===== src/rtl/core/nll_pkg.sv =====
`default_nettype none

package nll_pkg;

    localparam int unsigned CH_W     = 8;
    localparam int unsigned VALUE_W  = 32;
    localparam int unsigned STATUS_W = 3;
    localparam int unsigned MODE_W   = 3;
    localparam int unsigned DIGIT_W  = 4;

    typedef logic [CH_W-1:0]     char_t;
    typedef logic [STATUS_W-1:0] status_t;
    typedef logic [MODE_W-1:0]   mode_t;
    typedef logic [DIGIT_W-1:0]  digit_t;

    localparam mode_t MODE_IDLE = 3'd0;
    localparam mode_t MODE_ZERO = 3'd1;
    localparam mode_t MODE_DEC  = 3'd2;
    localparam mode_t MODE_HEX  = 3'd3;
    localparam mode_t MODE_OCT  = 3'd4;

    localparam status_t ST_OK     = 3'd0;
    localparam status_t ST_BADHEX = 3'd1;
    localparam status_t ST_BADOCT = 3'd2;
    localparam status_t ST_FLOAT  = 3'd3;
    localparam status_t ST_OVF    = 3'd4;

    localparam char_t CH_DIG_0   = 8'h30;
    localparam char_t CH_DIG_7   = 8'h37;
    localparam char_t CH_DIG_8   = 8'h38;
    localparam char_t CH_DIG_9   = 8'h39;
    localparam char_t CH_LOWER_A = 8'h61;
    localparam char_t CH_LOWER_F = 8'h66;
    localparam char_t CH_LOWER_Z = 8'h7a;
    localparam char_t CH_UPPER_A = 8'h41;
    localparam char_t CH_UPPER_G = 8'h47;
    localparam char_t CH_UPPER_Z = 8'h5a;
    localparam char_t CH_X       = 8'h78;
    localparam char_t CH_O       = 8'h6f;
    localparam char_t CH_DOT     = 8'h2e;

    // What one step hands to the result register.
    typedef struct packed {
        logic    emit;
        status_t status;
        logic    pushed_back;
        logic    value_zero;
    } res_t;

endpackage

`default_nettype wire


===== src/rtl/core/number_literal_lexer_top.sv =====
// A result passes from the input register through the step logic into the result register.
// One character per cycle while the result register is not stalled; the mode and accumulator update is the loop.
// A full result register that is not taken stalls the step stage and then the input register.
// Reset (rst_n low, asynchronous) returns to idle with a zero value and no overflow,
// and empties both the input and the result register.
`default_nettype none

module number_literal_lexer_top #(
    parameter int VALUE_BITS = 32
) (
    input  wire logic                         clk,
    input  wire logic                         rst_n,
    input  wire logic                         in_valid,
    output logic                              in_ready,
    input  wire logic                         start_req,
    input  wire logic [nll_pkg::CH_W-1:0]     ch,
    output logic                              out_valid,
    input  wire logic                         out_ready,
    output logic [nll_pkg::VALUE_W-1:0]       value,
    output logic [nll_pkg::STATUS_W-1:0]      status,
    output logic                              pushed_back
);

    logic                     in_valid_reg;
    logic                     start_reg;
    nll_pkg::char_t           ch_reg;
    nll_pkg::mode_t           mode_reg;
    nll_pkg::mode_t           mode_next;
    logic [VALUE_BITS-1:0]    acc_reg;
    logic [VALUE_BITS-1:0]    acc_next;
    logic                     ovf_reg;
    logic                     ovf_next;
    nll_pkg::res_t            res;
    logic                     advance;
    logic                     out_valid_reg;
    logic [nll_pkg::VALUE_W-1:0] value_reg;
    nll_pkg::status_t         status_reg;
    logic                     pushed_back_reg;

    assign advance  = in_valid_reg && (!out_valid_reg || out_ready);
    assign in_ready = !in_valid_reg || advance;

    always_ff @(posedge clk or negedge rst_n)
    begin
        if (!rst_n)
        begin
            in_valid_reg <= 1'b0;
        end
        else if (in_ready)
        begin
            in_valid_reg <= in_valid;
        end
    end

    always_ff @(posedge clk)
    begin
        if (in_ready && in_valid)
        begin
            start_reg <= start_req;
            ch_reg    <= ch;
        end
    end

    nll_step #(
        .VALUE_BITS (VALUE_BITS)
    ) u_step (
        .start_req (start_reg),
        .ch        (ch_reg),
        .mode      (mode_reg),
        .acc       (acc_reg),
        .ovf       (ovf_reg),
        .mode_next (mode_next),
        .acc_next  (acc_next),
        .ovf_next  (ovf_next),
        .res       (res)
    );

    always_ff @(posedge clk or negedge rst_n)
    begin
        if (!rst_n)
        begin
            mode_reg <= nll_pkg::MODE_IDLE;
            acc_reg  <= '0;
            ovf_reg  <= 1'b0;
        end
        else if (advance)
        begin
            mode_reg <= mode_next;
            acc_reg  <= acc_next;
            ovf_reg  <= ovf_next;
        end
    end

    always_ff @(posedge clk or negedge rst_n)
    begin
        if (!rst_n)
        begin
            out_valid_reg <= 1'b0;
        end
        else if (advance && res.emit)
        begin
            out_valid_reg <= 1'b1;
        end
        else if (out_ready)
        begin
            out_valid_reg <= 1'b0;
        end
    end

    always_ff @(posedge clk)
    begin
        if (advance && res.emit)
        begin
            value_reg       <= res.value_zero ? '0 : nll_pkg::VALUE_W'(acc_reg);
            status_reg      <= res.status;
            pushed_back_reg <= res.pushed_back;
        end
    end

    assign out_valid   = out_valid_reg;
    assign value       = value_reg;
    assign status      = status_reg;
    assign pushed_back = pushed_back_reg;

    a_idle_clean: assert property (@(posedge clk) disable iff (!rst_n)
        (mode_reg == nll_pkg::MODE_IDLE) |-> ((acc_reg == '0) && !ovf_reg))
        else $error("idle mode with a nonzero accumulator or overflow flag");

    a_ovf_saturated: assert property (@(posedge clk) disable iff (!rst_n)
        ovf_reg |-> (acc_reg == {VALUE_BITS{1'b1}}))
        else $error("overflow flag set without a saturated accumulator");

    a_error_beat: assert property (@(posedge clk) disable iff (!rst_n)
        (out_valid_reg && ((status_reg == nll_pkg::ST_BADHEX)
            || (status_reg == nll_pkg::ST_BADOCT) || (status_reg == nll_pkg::ST_FLOAT)))
        |-> ((value_reg == '0) && !pushed_back_reg))
        else $error("error beat with a nonzero value or a pushed back character");

    a_stall_holds_state: assert property (@(posedge clk) disable iff (!rst_n)
        (out_valid_reg && !out_ready) |=> ($stable(mode_reg) && $stable(acc_reg)))
        else $error("step state moved while the result register was stalled");

endmodule

`default_nettype wire


===== src/rtl/core/nll_step.sv =====
`default_nettype none

module nll_step #(
    parameter int VALUE_BITS = 32
) (
    input  wire logic                  start_req,
    input  wire nll_pkg::char_t        ch,
    input  wire nll_pkg::mode_t        mode,
    input  wire logic [VALUE_BITS-1:0] acc,
    input  wire logic                  ovf,
    output nll_pkg::mode_t             mode_next,
    output logic [VALUE_BITS-1:0]      acc_next,
    output logic                       ovf_next,
    output nll_pkg::res_t              res
);

    localparam int unsigned WIDE_W = VALUE_BITS + 4;

    logic                 is_dig;
    logic                 is_lower_hex;
    logic                 is_upper_hex;
    logic                 is_alnum;
    logic                 is_oct;
    nll_pkg::digit_t      digit;
    logic [WIDE_W-1:0]    acc_wide;
    logic [WIDE_W-1:0]    prod;
    logic [WIDE_W-1:0]    sum;
    logic                 mac_sat;
    logic [VALUE_BITS-1:0] mac_acc;
    logic                 mac_ovf;
    nll_pkg::mode_t       mode_eff;

    assign is_dig       = (ch >= nll_pkg::CH_DIG_0) && (ch <= nll_pkg::CH_DIG_9);
    assign is_oct       = (ch >= nll_pkg::CH_DIG_0) && (ch <= nll_pkg::CH_DIG_7);
    assign is_lower_hex = (ch >= nll_pkg::CH_LOWER_A) && (ch <= nll_pkg::CH_LOWER_F);
    assign is_upper_hex = (ch >= nll_pkg::CH_UPPER_A) && (ch < nll_pkg::CH_UPPER_G);
    assign is_alnum     = is_dig
                        || ((ch >= nll_pkg::CH_LOWER_A) && (ch <= nll_pkg::CH_LOWER_Z))
                        || ((ch >= nll_pkg::CH_UPPER_A) && (ch <= nll_pkg::CH_UPPER_Z));

    // Letters a-f and A-F both have low nibbles 1..6, so adding nine gives 10..15.
    assign digit = is_dig ? ch[3:0] : nll_pkg::digit_t'(ch[3:0] + 4'd9);

    // A lone zero followed by anything but a prefix letter continues as decimal.
    always_comb
    begin
        mode_eff = mode;
        if ((mode == nll_pkg::MODE_ZERO) && (ch != nll_pkg::CH_X) && (ch != nll_pkg::CH_O))
        begin
            mode_eff = nll_pkg::MODE_DEC;
        end
    end

    assign acc_wide = WIDE_W'(acc);

    always_comb
    begin
        unique case (mode_eff)
            nll_pkg::MODE_HEX: prod = acc_wide << 4;
            nll_pkg::MODE_OCT: prod = acc_wide << 3;
            default:           prod = (acc_wide << 3) + (acc_wide << 1);
        endcase
    end

    assign sum     = prod + WIDE_W'(digit);
    assign mac_sat = ovf || (sum[WIDE_W-1:VALUE_BITS] != '0);
    assign mac_acc = mac_sat ? {VALUE_BITS{1'b1}} : sum[VALUE_BITS-1:0];
    assign mac_ovf = mac_sat;

    always_comb
    begin
        mode_next = mode;
        acc_next  = acc;
        ovf_next  = ovf;
        res       = '0;

        if (start_req)
        begin
            mode_next = nll_pkg::MODE_IDLE;
            acc_next  = '0;
            ovf_next  = 1'b0;
            if (ch == nll_pkg::CH_DOT)
            begin
                res.emit       = 1'b1;
                res.status     = nll_pkg::ST_FLOAT;
                res.value_zero = 1'b1;
            end
            else if (ch == nll_pkg::CH_DIG_0)
            begin
                mode_next = nll_pkg::MODE_ZERO;
            end
            else if (is_dig)
            begin
                mode_next = nll_pkg::MODE_DEC;
                acc_next  = VALUE_BITS'(digit);
            end
        end
        else
        begin
            unique case (mode_eff)
                nll_pkg::MODE_ZERO:
                begin
                    mode_next = (ch == nll_pkg::CH_X) ? nll_pkg::MODE_HEX : nll_pkg::MODE_OCT;
                end
                nll_pkg::MODE_DEC:
                begin
                    mode_next = nll_pkg::MODE_DEC;
                    if (is_dig)
                    begin
                        acc_next = mac_acc;
                        ovf_next = mac_ovf;
                    end
                    else
                    begin
                        res.emit = 1'b1;
                        if (ch == nll_pkg::CH_DOT)
                        begin
                            res.status     = nll_pkg::ST_FLOAT;
                            res.value_zero = 1'b1;
                        end
                        else
                        begin
                            res.status      = ovf ? nll_pkg::ST_OVF : nll_pkg::ST_OK;
                            res.pushed_back = 1'b1;
                        end
                    end
                end
                nll_pkg::MODE_HEX:
                begin
                    if (is_dig || is_lower_hex || is_upper_hex)
                    begin
                        acc_next = mac_acc;
                        ovf_next = mac_ovf;
                    end
                    else if (is_alnum)
                    begin
                        res.emit       = 1'b1;
                        res.status     = nll_pkg::ST_BADHEX;
                        res.value_zero = 1'b1;
                    end
                    else
                    begin
                        res.emit        = 1'b1;
                        res.status      = ovf ? nll_pkg::ST_OVF : nll_pkg::ST_OK;
                        res.pushed_back = 1'b1;
                    end
                end
                nll_pkg::MODE_OCT:
                begin
                    if (is_oct)
                    begin
                        acc_next = mac_acc;
                        ovf_next = mac_ovf;
                    end
                    else if ((ch == nll_pkg::CH_DIG_8) || (ch == nll_pkg::CH_DIG_9))
                    begin
                        res.emit       = 1'b1;
                        res.status     = nll_pkg::ST_BADOCT;
                        res.value_zero = 1'b1;
                    end
                    else
                    begin
                        res.emit        = 1'b1;
                        res.status      = ovf ? nll_pkg::ST_OVF : nll_pkg::ST_OK;
                        res.pushed_back = 1'b1;
                    end
                end
                default:
                begin
                    mode_next = nll_pkg::MODE_IDLE;
                end
            endcase

            if (res.emit)
            begin
                mode_next = nll_pkg::MODE_IDLE;
                acc_next  = '0;
                ovf_next  = 1'b0;
            end
        end
    end

endmodule

`default_nettype wire


===== config.mk =====
export PLATFORM = sky130hd
export DESIGN_NAME = number_literal_lexer_top
export DESIGN_NICKNAME = d
export VERILOG_FILES = /design/src/rtl/core/nll_pkg.sv /design/src/rtl/core/number_literal_lexer_top.sv /design/src/rtl/core/nll_step.sv
export SDC_FILE = /design/constraint.sdc
export NUM_CORES = 1
export LEC_CHECK = 0
export BUFFER_PORTS_ARGS = -buffer_cell sky130_fd_sc_hd__buf_2
export CAP_MARGIN = 20
export CELL_PAD_IN_SITES_DETAIL_PLACEMENT = 0
export CELL_PAD_IN_SITES_GLOBAL_PLACEMENT = 1
export CORE_MARGIN = 10
export CORE_UTILIZATION = 35
export CTS_BUF_LIST = sky130_fd_sc_hd__clkbuf_16
export CTS_CLUSTER_SIZE = 30
export DETAILED_ROUTE_END_ITERATION = 10
export GPL_ROUTABILITY_DRIVEN = 0
export PLACE_DENSITY_LB_ADDON = 0.1
export RECOVER_POWER = 25
export SLEW_MARGIN = 30
export SYNTH_ARGS = -nofsm -noshare
export SYNTH_HDL_FRONTEND = slang
export SYNTH_SLANG_ARGS = --single-unit

===== constraint.sdc =====
create_clock -name clk -period 5.58 [get_ports clk]
set_clock_uncertainty 0.1 [all_clocks]
set_input_delay 1.116 -clock clk [delete_from_list [all_inputs] [get_ports clk]]
set_output_delay 1.116 -clock clk [all_outputs]
set_load 0.1 [all_outputs]

# After elaboration in Yosys (flattened, before gate mapping)
# Cells that the tools add are included.
[word_totals]
register_bits = 83
inputBits = 13
output_inout_bits = 38
word_cells = 111
[op_classes]
add_sub_neg = 3
magnitude_cmp = 9
eq_ne = 16
n_mux = 46
n_reduce_logical = 27
[op_table]
columns = ["cell", "count"]
rows = [
  ["32-bit two-way mux", 8],
  ["32-bit one-hot mux with 3 select lines", 1],
  ["36-bit one-hot mux with 2 select lines", 1],
  ["35-bit by 33-bit adder with 36-bit output", 1],
  ["36-bit by 4-bit adder with 36-bit output", 1],
  ["8-bit by 6-bit equality test with 1-bit output (second input constant)", 4],
  ["3-bit two-way mux", 10],
  ["8-bit by 7-bit less-or-equal comparator with 1-bit output (second input constant)", 3],
  ["6-bit two-way mux", 4],
  ["6-bit one-hot mux with 3 select lines", 1],
  ["8-bit by 7-bit greater-or-equal comparator with 1-bit output (second input constant)", 2],
  ["8-bit by 6-bit less-or-equal comparator with 1-bit output (second input constant)", 2],
  ["4-bit two-way mux", 4],
  ["8-bit by 7-bit inequality test with 1-bit output (second input constant)", 2],
  ["1-bit two-way mux", 14],
  ["4-bit by 2-bit inequality test with 1-bit output (second input constant)", 3],
  ["1-bit logical AND", 11],
  ["3-bit one-hot mux with 3 select lines", 1],
  ["8-bit by 7-bit equality test with 1-bit output (second input constant)", 1],
  ["8-bit by 6-bit greater-or-equal comparator with 1-bit output (second input constant)", 1],
  ["1-bit logical OR", 8],
  ["8-bit by 7-bit less-than comparator with 1-bit output (second input constant)", 1],
  ["3-bit by 1-bit equality test with 1-bit output (second input constant)", 2],
  ["3-bit by 2-bit equality test with 1-bit output (second input constant)", 2],
  ["other kinds (12)", 13],
]

# Longest topological paths before layout
[depth]
depth_word = 14
ltp_mapped = 19
ltp_nobuf = 18

# Cells and area by module
# A second synthesis with hierarchy kept.
[hier_totals]
cells_unflattened = 867
area_unflattened_um2 = 7693.6
[by_module_without_submodules]
columns = ["module", "n_inst", "cells_per_inst", "area_per_inst_um2"]
rows = [
  ["nll_step", 1, 701, 4540.6],
  ["number_literal_lexer_top", 1, 166, 3153.0],
]

# Worst setup path before layout
# No wires, ideal clock.
[synth_timing]
path_kind = "register -> register"
from = "reg mode_reg[2]"
to = "reg pushed_back_reg, in the netlist pushed_back, enable pin"
arrival_time_ps = 4641
required_time_ps = 5006
slack_ps = 365
stages_incl_launch_ff = 10
n_path_buf = 5
path_cell_list = "dfrtp_1 -> and3b_1 -> buf_4 -> clkbuf_1 -> clkbuf_1 -> buf_1 -> nand3_1 -> o211a_1 -> clkbuf_1 -> nor3_1"
[synth_via]
elab_chain_cells = 9
elab_cells_between_ends = 11
cone_classes = "4 x eq/ne; 4 x mux; 3 x reduce/logical"
[synth_rtl]
columns = ["item", "line", "text"]
rows = [
  ["start: declaration", "number_literal_lexer_top.sv:27", "nll_pkg::mode_t mode_reg;"],
  ["start signal: assignment", "number_literal_lexer_top.sv:82", "mode_reg <= nll_pkg::MODE_IDLE;"],
  ["start signal: assignment", "number_literal_lexer_top.sv:88", "mode_reg <= mode_next;"],
  ["3-bit by 1-bit equality test with 1-bit output", "nll_step.sv:48", "if ((mode == nll_pkg::MODE_ZERO) && (ch != nll_pkg::CH_X) && (ch != nll_pkg::CH_O))"],
  ["1-bit logical AND (2 in series)", "nll_step.sv:48", ""],
  ["3-bit two-way mux (*)", "nll_step.sv:48", ""],
  ["3-bit equality test or 3-bit by 2-bit equality test with 1-bit output (tied branches)", "nll_step.sv:100", "unique case (mode_eff)"],
  ["6-bit one-hot mux with 3 select lines (*)", "nll_step.sv:100", ""],
  ["6-bit two-way mux (*)", "nll_step.sv:77", "if (start_req)"],
  ["4-bit two-way mux (*)", "nll_step.sv:77", ""],
  ["1-bit logical AND (*)", "number_literal_lexer_top.sv:112", "if (advance && res.emit)"],
  ["end signal: assignment", "number_literal_lexer_top.sv:116", "pushed_back_reg <= res.pushed_back;"],
  ["end: declaration", "number_literal_lexer_top.sv:38", "logic pushed_back_reg;"],
]
# Every way passes the cells marked *; elsewhere a longest branch is shown, timed or not. The select of a mux whose other input is x is not followed.
# A chain may end at the register's enable or synchronous reset.

# Worst setup path after layout
[layout_timing]
from = "reg ch_reg[1]"
to = "reg acc_reg[0]"
[layout_via]
elab_chain_cells = 14
elab_cells_between_ends = 49
cone_classes = "2 x add/sub; 7 x order compare; 10 x eq/ne; 18 x mux; 12 x reduce/logical"
[layout_rtl]
columns = ["item", "line", "text"]
rows = [
  ["start: declaration", "number_literal_lexer_top.sv:26", "nll_pkg::char_t ch_reg;"],
  ["start signal: assignment", "number_literal_lexer_top.sv:60", "ch_reg <= ch;"],
  ["8-bit by 7-bit inequality test with 1-bit output", "nll_step.sv:48", ""],
  ["1-bit logical AND (2 in series)", "nll_step.sv:48", ""],
  ["3-bit two-way mux", "nll_step.sv:48", ""],
  ["3-bit equality test or 3-bit by 2-bit equality test with 1-bit output (tied branches)", "nll_step.sv:58, nll_step.sv:100", ""],
  ["36-bit one-hot mux with 2 select lines", "nll_step.sv:58", "unique case (mode_eff)"],
  ["36-bit by 4-bit adder with 36-bit output", "nll_step.sv:65", "assign sum = prod + WIDE_W'(digit);"],
  ["4-bit nonzero test", "nll_step.sv:66", "assign mac_sat = ovf || (sum[WIDE_W-1:VALUE_BITS] != '0);"],
  ["1-bit logical OR", "nll_step.sv:66", ""],
  ["32-bit two-way mux", "nll_step.sv:67", "assign mac_acc = mac_sat ? {VALUE_BITS{1'b1}} : sum[VALUE_BITS-1:0];"],
  ["32-bit two-way mux (on tied branches)", "nll_step.sv:150, nll_step.sv:108, nll_step.sv:130", ""],
  ["32-bit one-hot mux with 3 select lines", "nll_step.sv:100", ""],
  ["32-bit two-way mux", "nll_step.sv:174", "if (res.emit)"],
  ["32-bit two-way mux", "nll_step.sv:77", ""],
  ["end signal: assignment", "number_literal_lexer_top.sv:89", "acc_reg <= acc_next;"],
  ["end: declaration", "number_literal_lexer_top.sv:29", "logic [VALUE_BITS-1:0] acc_reg;"],
]
# Several ways; a longest one is shown, not always the timed one. The select of a mux whose other input is x is not followed.

==> metrics list <==
- Status: finished with violations
- Violations in the final reports: max-capacitance violations, max-slew violations
- Starting DRC count in detailed routing: 634
- The setup path with the least slack is of type reg2reg.
- For this block, the via count after detailed routing is 7042.
* Vias in the first global route: 6821
- Worst Path Buf+Inv: 3
- Yosys printed 0 warnings.
* Wire length of the first global-routing pass: 38300 um
- Share of final-layout standard cells stronger than drive strength 1: 13.2%
- Family with the most delay on the worst path: simple AND/OR/NAND/NOR gates
- Maximum fanout along the worst path: 27
* Reg2reg end: acc_reg[0]$_DFFE_PN0P_
* Max Clock Freq: 202 MHz
- Data on the critical path arrives at its endpoint at 5.05 ns.
- Synthesis produced a netlist with a net count of 903.
* Clock root buffer: sky130_fd_sc_hd__clkbuf_16
* Number of iterations in the first detailed-routing pass: 5
- Maximum clock path buffer count: 2
- STA classifies the critical path startpoint as a register.
* Mean instance size in the synthesized netlist: 8.59 um2
- Sink of the worst hold path: out_valid$_DFFE_PN0P_
- Crit share post-route: 88.6%
* Path category of the worst min-delay check: reg2reg
- Summed over all layers, the global routing overflow is 0.
- In this run, synthesis produced a sequential element count of 83.
- The net count of the finished layout is 925.
- IO buf count: 50
- For the pin with the worst max-slew slack, the measured transition is 2.27 ns.
- Max-cap violations in this run came to 1.
* Endpoints failing hold: 0
- Share of flip-flops with an asynchronous set or reset after synthesis: 45.8%
- Half-perimeter wire length of the detailed placement result: 17700 um
- Total detailed-routing wirelength: 24300 um
* Die X: 164 um
* Most area-consuming cells after synthesis: sky130_fd_sc_hd__edfxtp_1 (18%), sky130_fd_sc_hd__dfrtp_1 (13%), sky130_fd_sc_hd__ha_1 (6.5%)
- The library cell used most frequently in the layout, excluding fill and tap cells, is sky130_fd_sc_hd__o21ai_0.
* Number of endpoints failing setup at the final stage: 0
* Final slew viol count: 39
- In the layout the commonest cells are sky130_fd_sc_hd__o21ai_0 (71), sky130_fd_sc_hd__nand2_1 (55), sky130_fd_sc_hd__nor2_1 (53).
- Height of the chip: 164 um
* R2r startpoint: ch_reg[1]$_DFFE_PP_
* Prevailing post-synth register cell: sky130_fd_sc_hd__edfxtp_1
- The synthesized design contains 45 enable-type register cells.
- Final antenna-violating net count: 0
* Fin crit period: 4.94 ns
- For this design the top-level I/O count stands at 51.
- The initial antenna violation count was 0.
- The worst register-to-register path has a depth of 19.
* Sink Count: 83
- Entering global routing, the biggest net connects 67 pins.
- Area growth, synth to finish: 11.0%
* CP max-delay cell: sky130_fd_sc_hd__edfxtp_1
- Clock tree from TritonCTS: done
- R2R setup slack: 0.64 ns
- The number of gates resized after CTS was 0.
- The core region is 0.0204 mm2.
- Final routed DRC violation total: 0
- Core Rows: 52
- Area share of the largest cell type after synthesis: 18.5%
- Counting every instance in the synthesized netlist gives 850.
- Required time at the worst-slack endpoint: 5.69 ns
* Global router's overall resource usage: 17.8%
- Total negative setup slack: 0 ns
- Initial core utilization: 35.9%
* Number of levels the H-tree was split into: 3
- The floorplan step defined a die boundary enclosing 0.0270 mm2.
* Hold_buf cts: 0
- At the later pin of the worst-skew pair, clock insertion delay measures 0.35 ns.
- Crit. End Element: register
- After detailed routing, the average wire length per cell comes to 21.2 um.
- Filler Cell Count: 2044
- The number of different library cells used by synthesis comes to 85.
- Netlist Area Pre-Place: 0.00730 mm2
- Num CTS Buffers: 9
- Sequential area share after synthesis: 31.5%
- Antenna cell count: 0
* CP cell instances: inv_1 -> ha_1 -> nor2_1 -> o21ai_0 -> nand2b_1 -> inv_1 -> a21oi_1 -> xor2_1 -> ha_1 -> a21oi_1 -> or3_1 -> or3_4 -> nor4_4 -> nand4_2 -> nor2_4 -> nand3_2 -> a221oi_4 -> buf_12 -> a41oi_1
- Along the worst hold path, the cell count comes to 2.
- On the worst path, the slowest cell contributes a delay of 0.46 ns.
* Yosys top cell by area: sky130_fd_sc_hd__edfxtp_1
- Via/cell ratio: 6.14
- Measured against its own limit, the worst slew margin works out to -51.4%.
* RSZ-0062 raised after global routing: false
- In this run the post-CTS setup repair buffer count came out at 0.
- Critical hold path startpoint: out_valid$_DFFE_PN0P_
- Clock transition at the registers of the reported paths: 0.08 ns
-- worst min-delay path: stages (launching register included) --
cell	delay (ns)
sky130_fd_sc_hd__dfrtp_1	0.38
sky130_fd_sc_hd__nand2b_1	0.08
sky130_fd_sc_hd__o31ai_1	0.08
-- kinds of logic after synthesis --
| family | count (synthesis) | synth area share (%) |
|---|---|---|
| flops | 83 | 31.5 |
| mux | 9 | 1.27 |
| compound gates | 302 | 28.1 |
| simple gates | 302 | 22.9 |
| xor+xnor | 41 | 4.92 |
| fa+ha+maj | 40 | 7.06 |
| buf+inv | 73 | 4.27 |
-- per-layer routing --
| metal | routed length, um | vias to the layer above | track usage (%) | share of wire [%] |
|---|---|---|---|---|
| met5 | 0 | - | 0 | 0 |
| li1 | - | 3344 | - | - |
| met1 | 11300 | 3413 | 24.4 | 46 |
| met2 | 11100 | 243 | 28.0 | 46 |
| met4 | 686 | 0 | 6.84 | 2.8 |
| met3 | 1290 | 42 | 2.12 | 5.3 |
-- area by class of cell --
cell class / count / area (um2) / share of cell area [%]
Sequential cell: 83 / 2300 / 28.4
Clock inverter: 7 / 67.6 / 0.833
Multi-Input combinational cell: 694 / 4710 / 58.1
Inverter: 14 / 52.6 / 0.648
Timing Repair Buffer: 70 / 412 / 5.08
Tap cell: 270 / 338 / 4.17
Clock buffer: 9 / 225 / 2.78
-- Yosys cell counts (29+ instances only) --
| library cell | n |
|---|---|
| sky130_fd_sc_hd__o21ai_0 | 71 |
| sky130_fd_sc_hd__nor2_1 | 54 |
| sky130_fd_sc_hd__nand2_1 | 55 |
| sky130_fd_sc_hd__ha_1 | 38 |
| sky130_fd_sc_hd__and2_1 | 41 |
| sky130_fd_sc_hd__nand3_1 | 29 |
| sky130_fd_sc_hd__a21oi_1 | 46 |
| sky130_fd_sc_hd__a31oi_1 | 44 |
| sky130_fd_sc_hd__edfxtp_1 | 45 |
| sky130_fd_sc_hd__clkbuf_1 | 47 |
| sky130_fd_sc_hd__dfrtp_1 | 38 |
-- metrics by stage --
stage	area [um2]	setup slack [ns]	utilization (%)	instances	hold WS (ns)
after floorplan	7300	0.365	-	850	0.475
after global placement	7820	0.761	38.4	1131	0.422
after detailed placement	7820	0.644	38.4	1131	0.433
after CTS	8110	0.635	39.8	1147	0.471
after global routing	8110	0.224	39.8	1147	0.531
final	8110	0.637	39.8	1147	0.466
-- how the worst max path moves through the flow --
| stage | slack (ns) | depth (start not counted) | end | start |
|---|---|---|---|---|
| floorplan | 0.37 | 9 | pushed_back$_SDFFCE_PP0P_ | mode_reg[2]$_DFFE_PN0P_ |
| global placement | 0.76 | 19 | acc_reg[0]$_DFFE_PN0P_ | ch_reg[1]$_DFFE_PP_ |
| detailed placement | 0.64 | 19 | acc_reg[0]$_DFFE_PN0P_ | ch_reg[1]$_DFFE_PP_ |
| CTS | 0.63 | 19 | acc_reg[0]$_DFFE_PN0P_ | ch_reg[1]$_DFFE_PP_ |
| global route | 0.22 | 19 | acc_reg[0]$_DFFE_PN0P_ | ch_reg[1]$_DFFE_PP_ |
| finish | 0.64 | 19 | acc_reg[0]$_DFFE_PN0P_ | ch_reg[1]$_DFFE_PP_ |
Power is left out: the tool's default activity adds up to more than one toggle a clock period on the data nets, which glitch-free logic cannot reach.
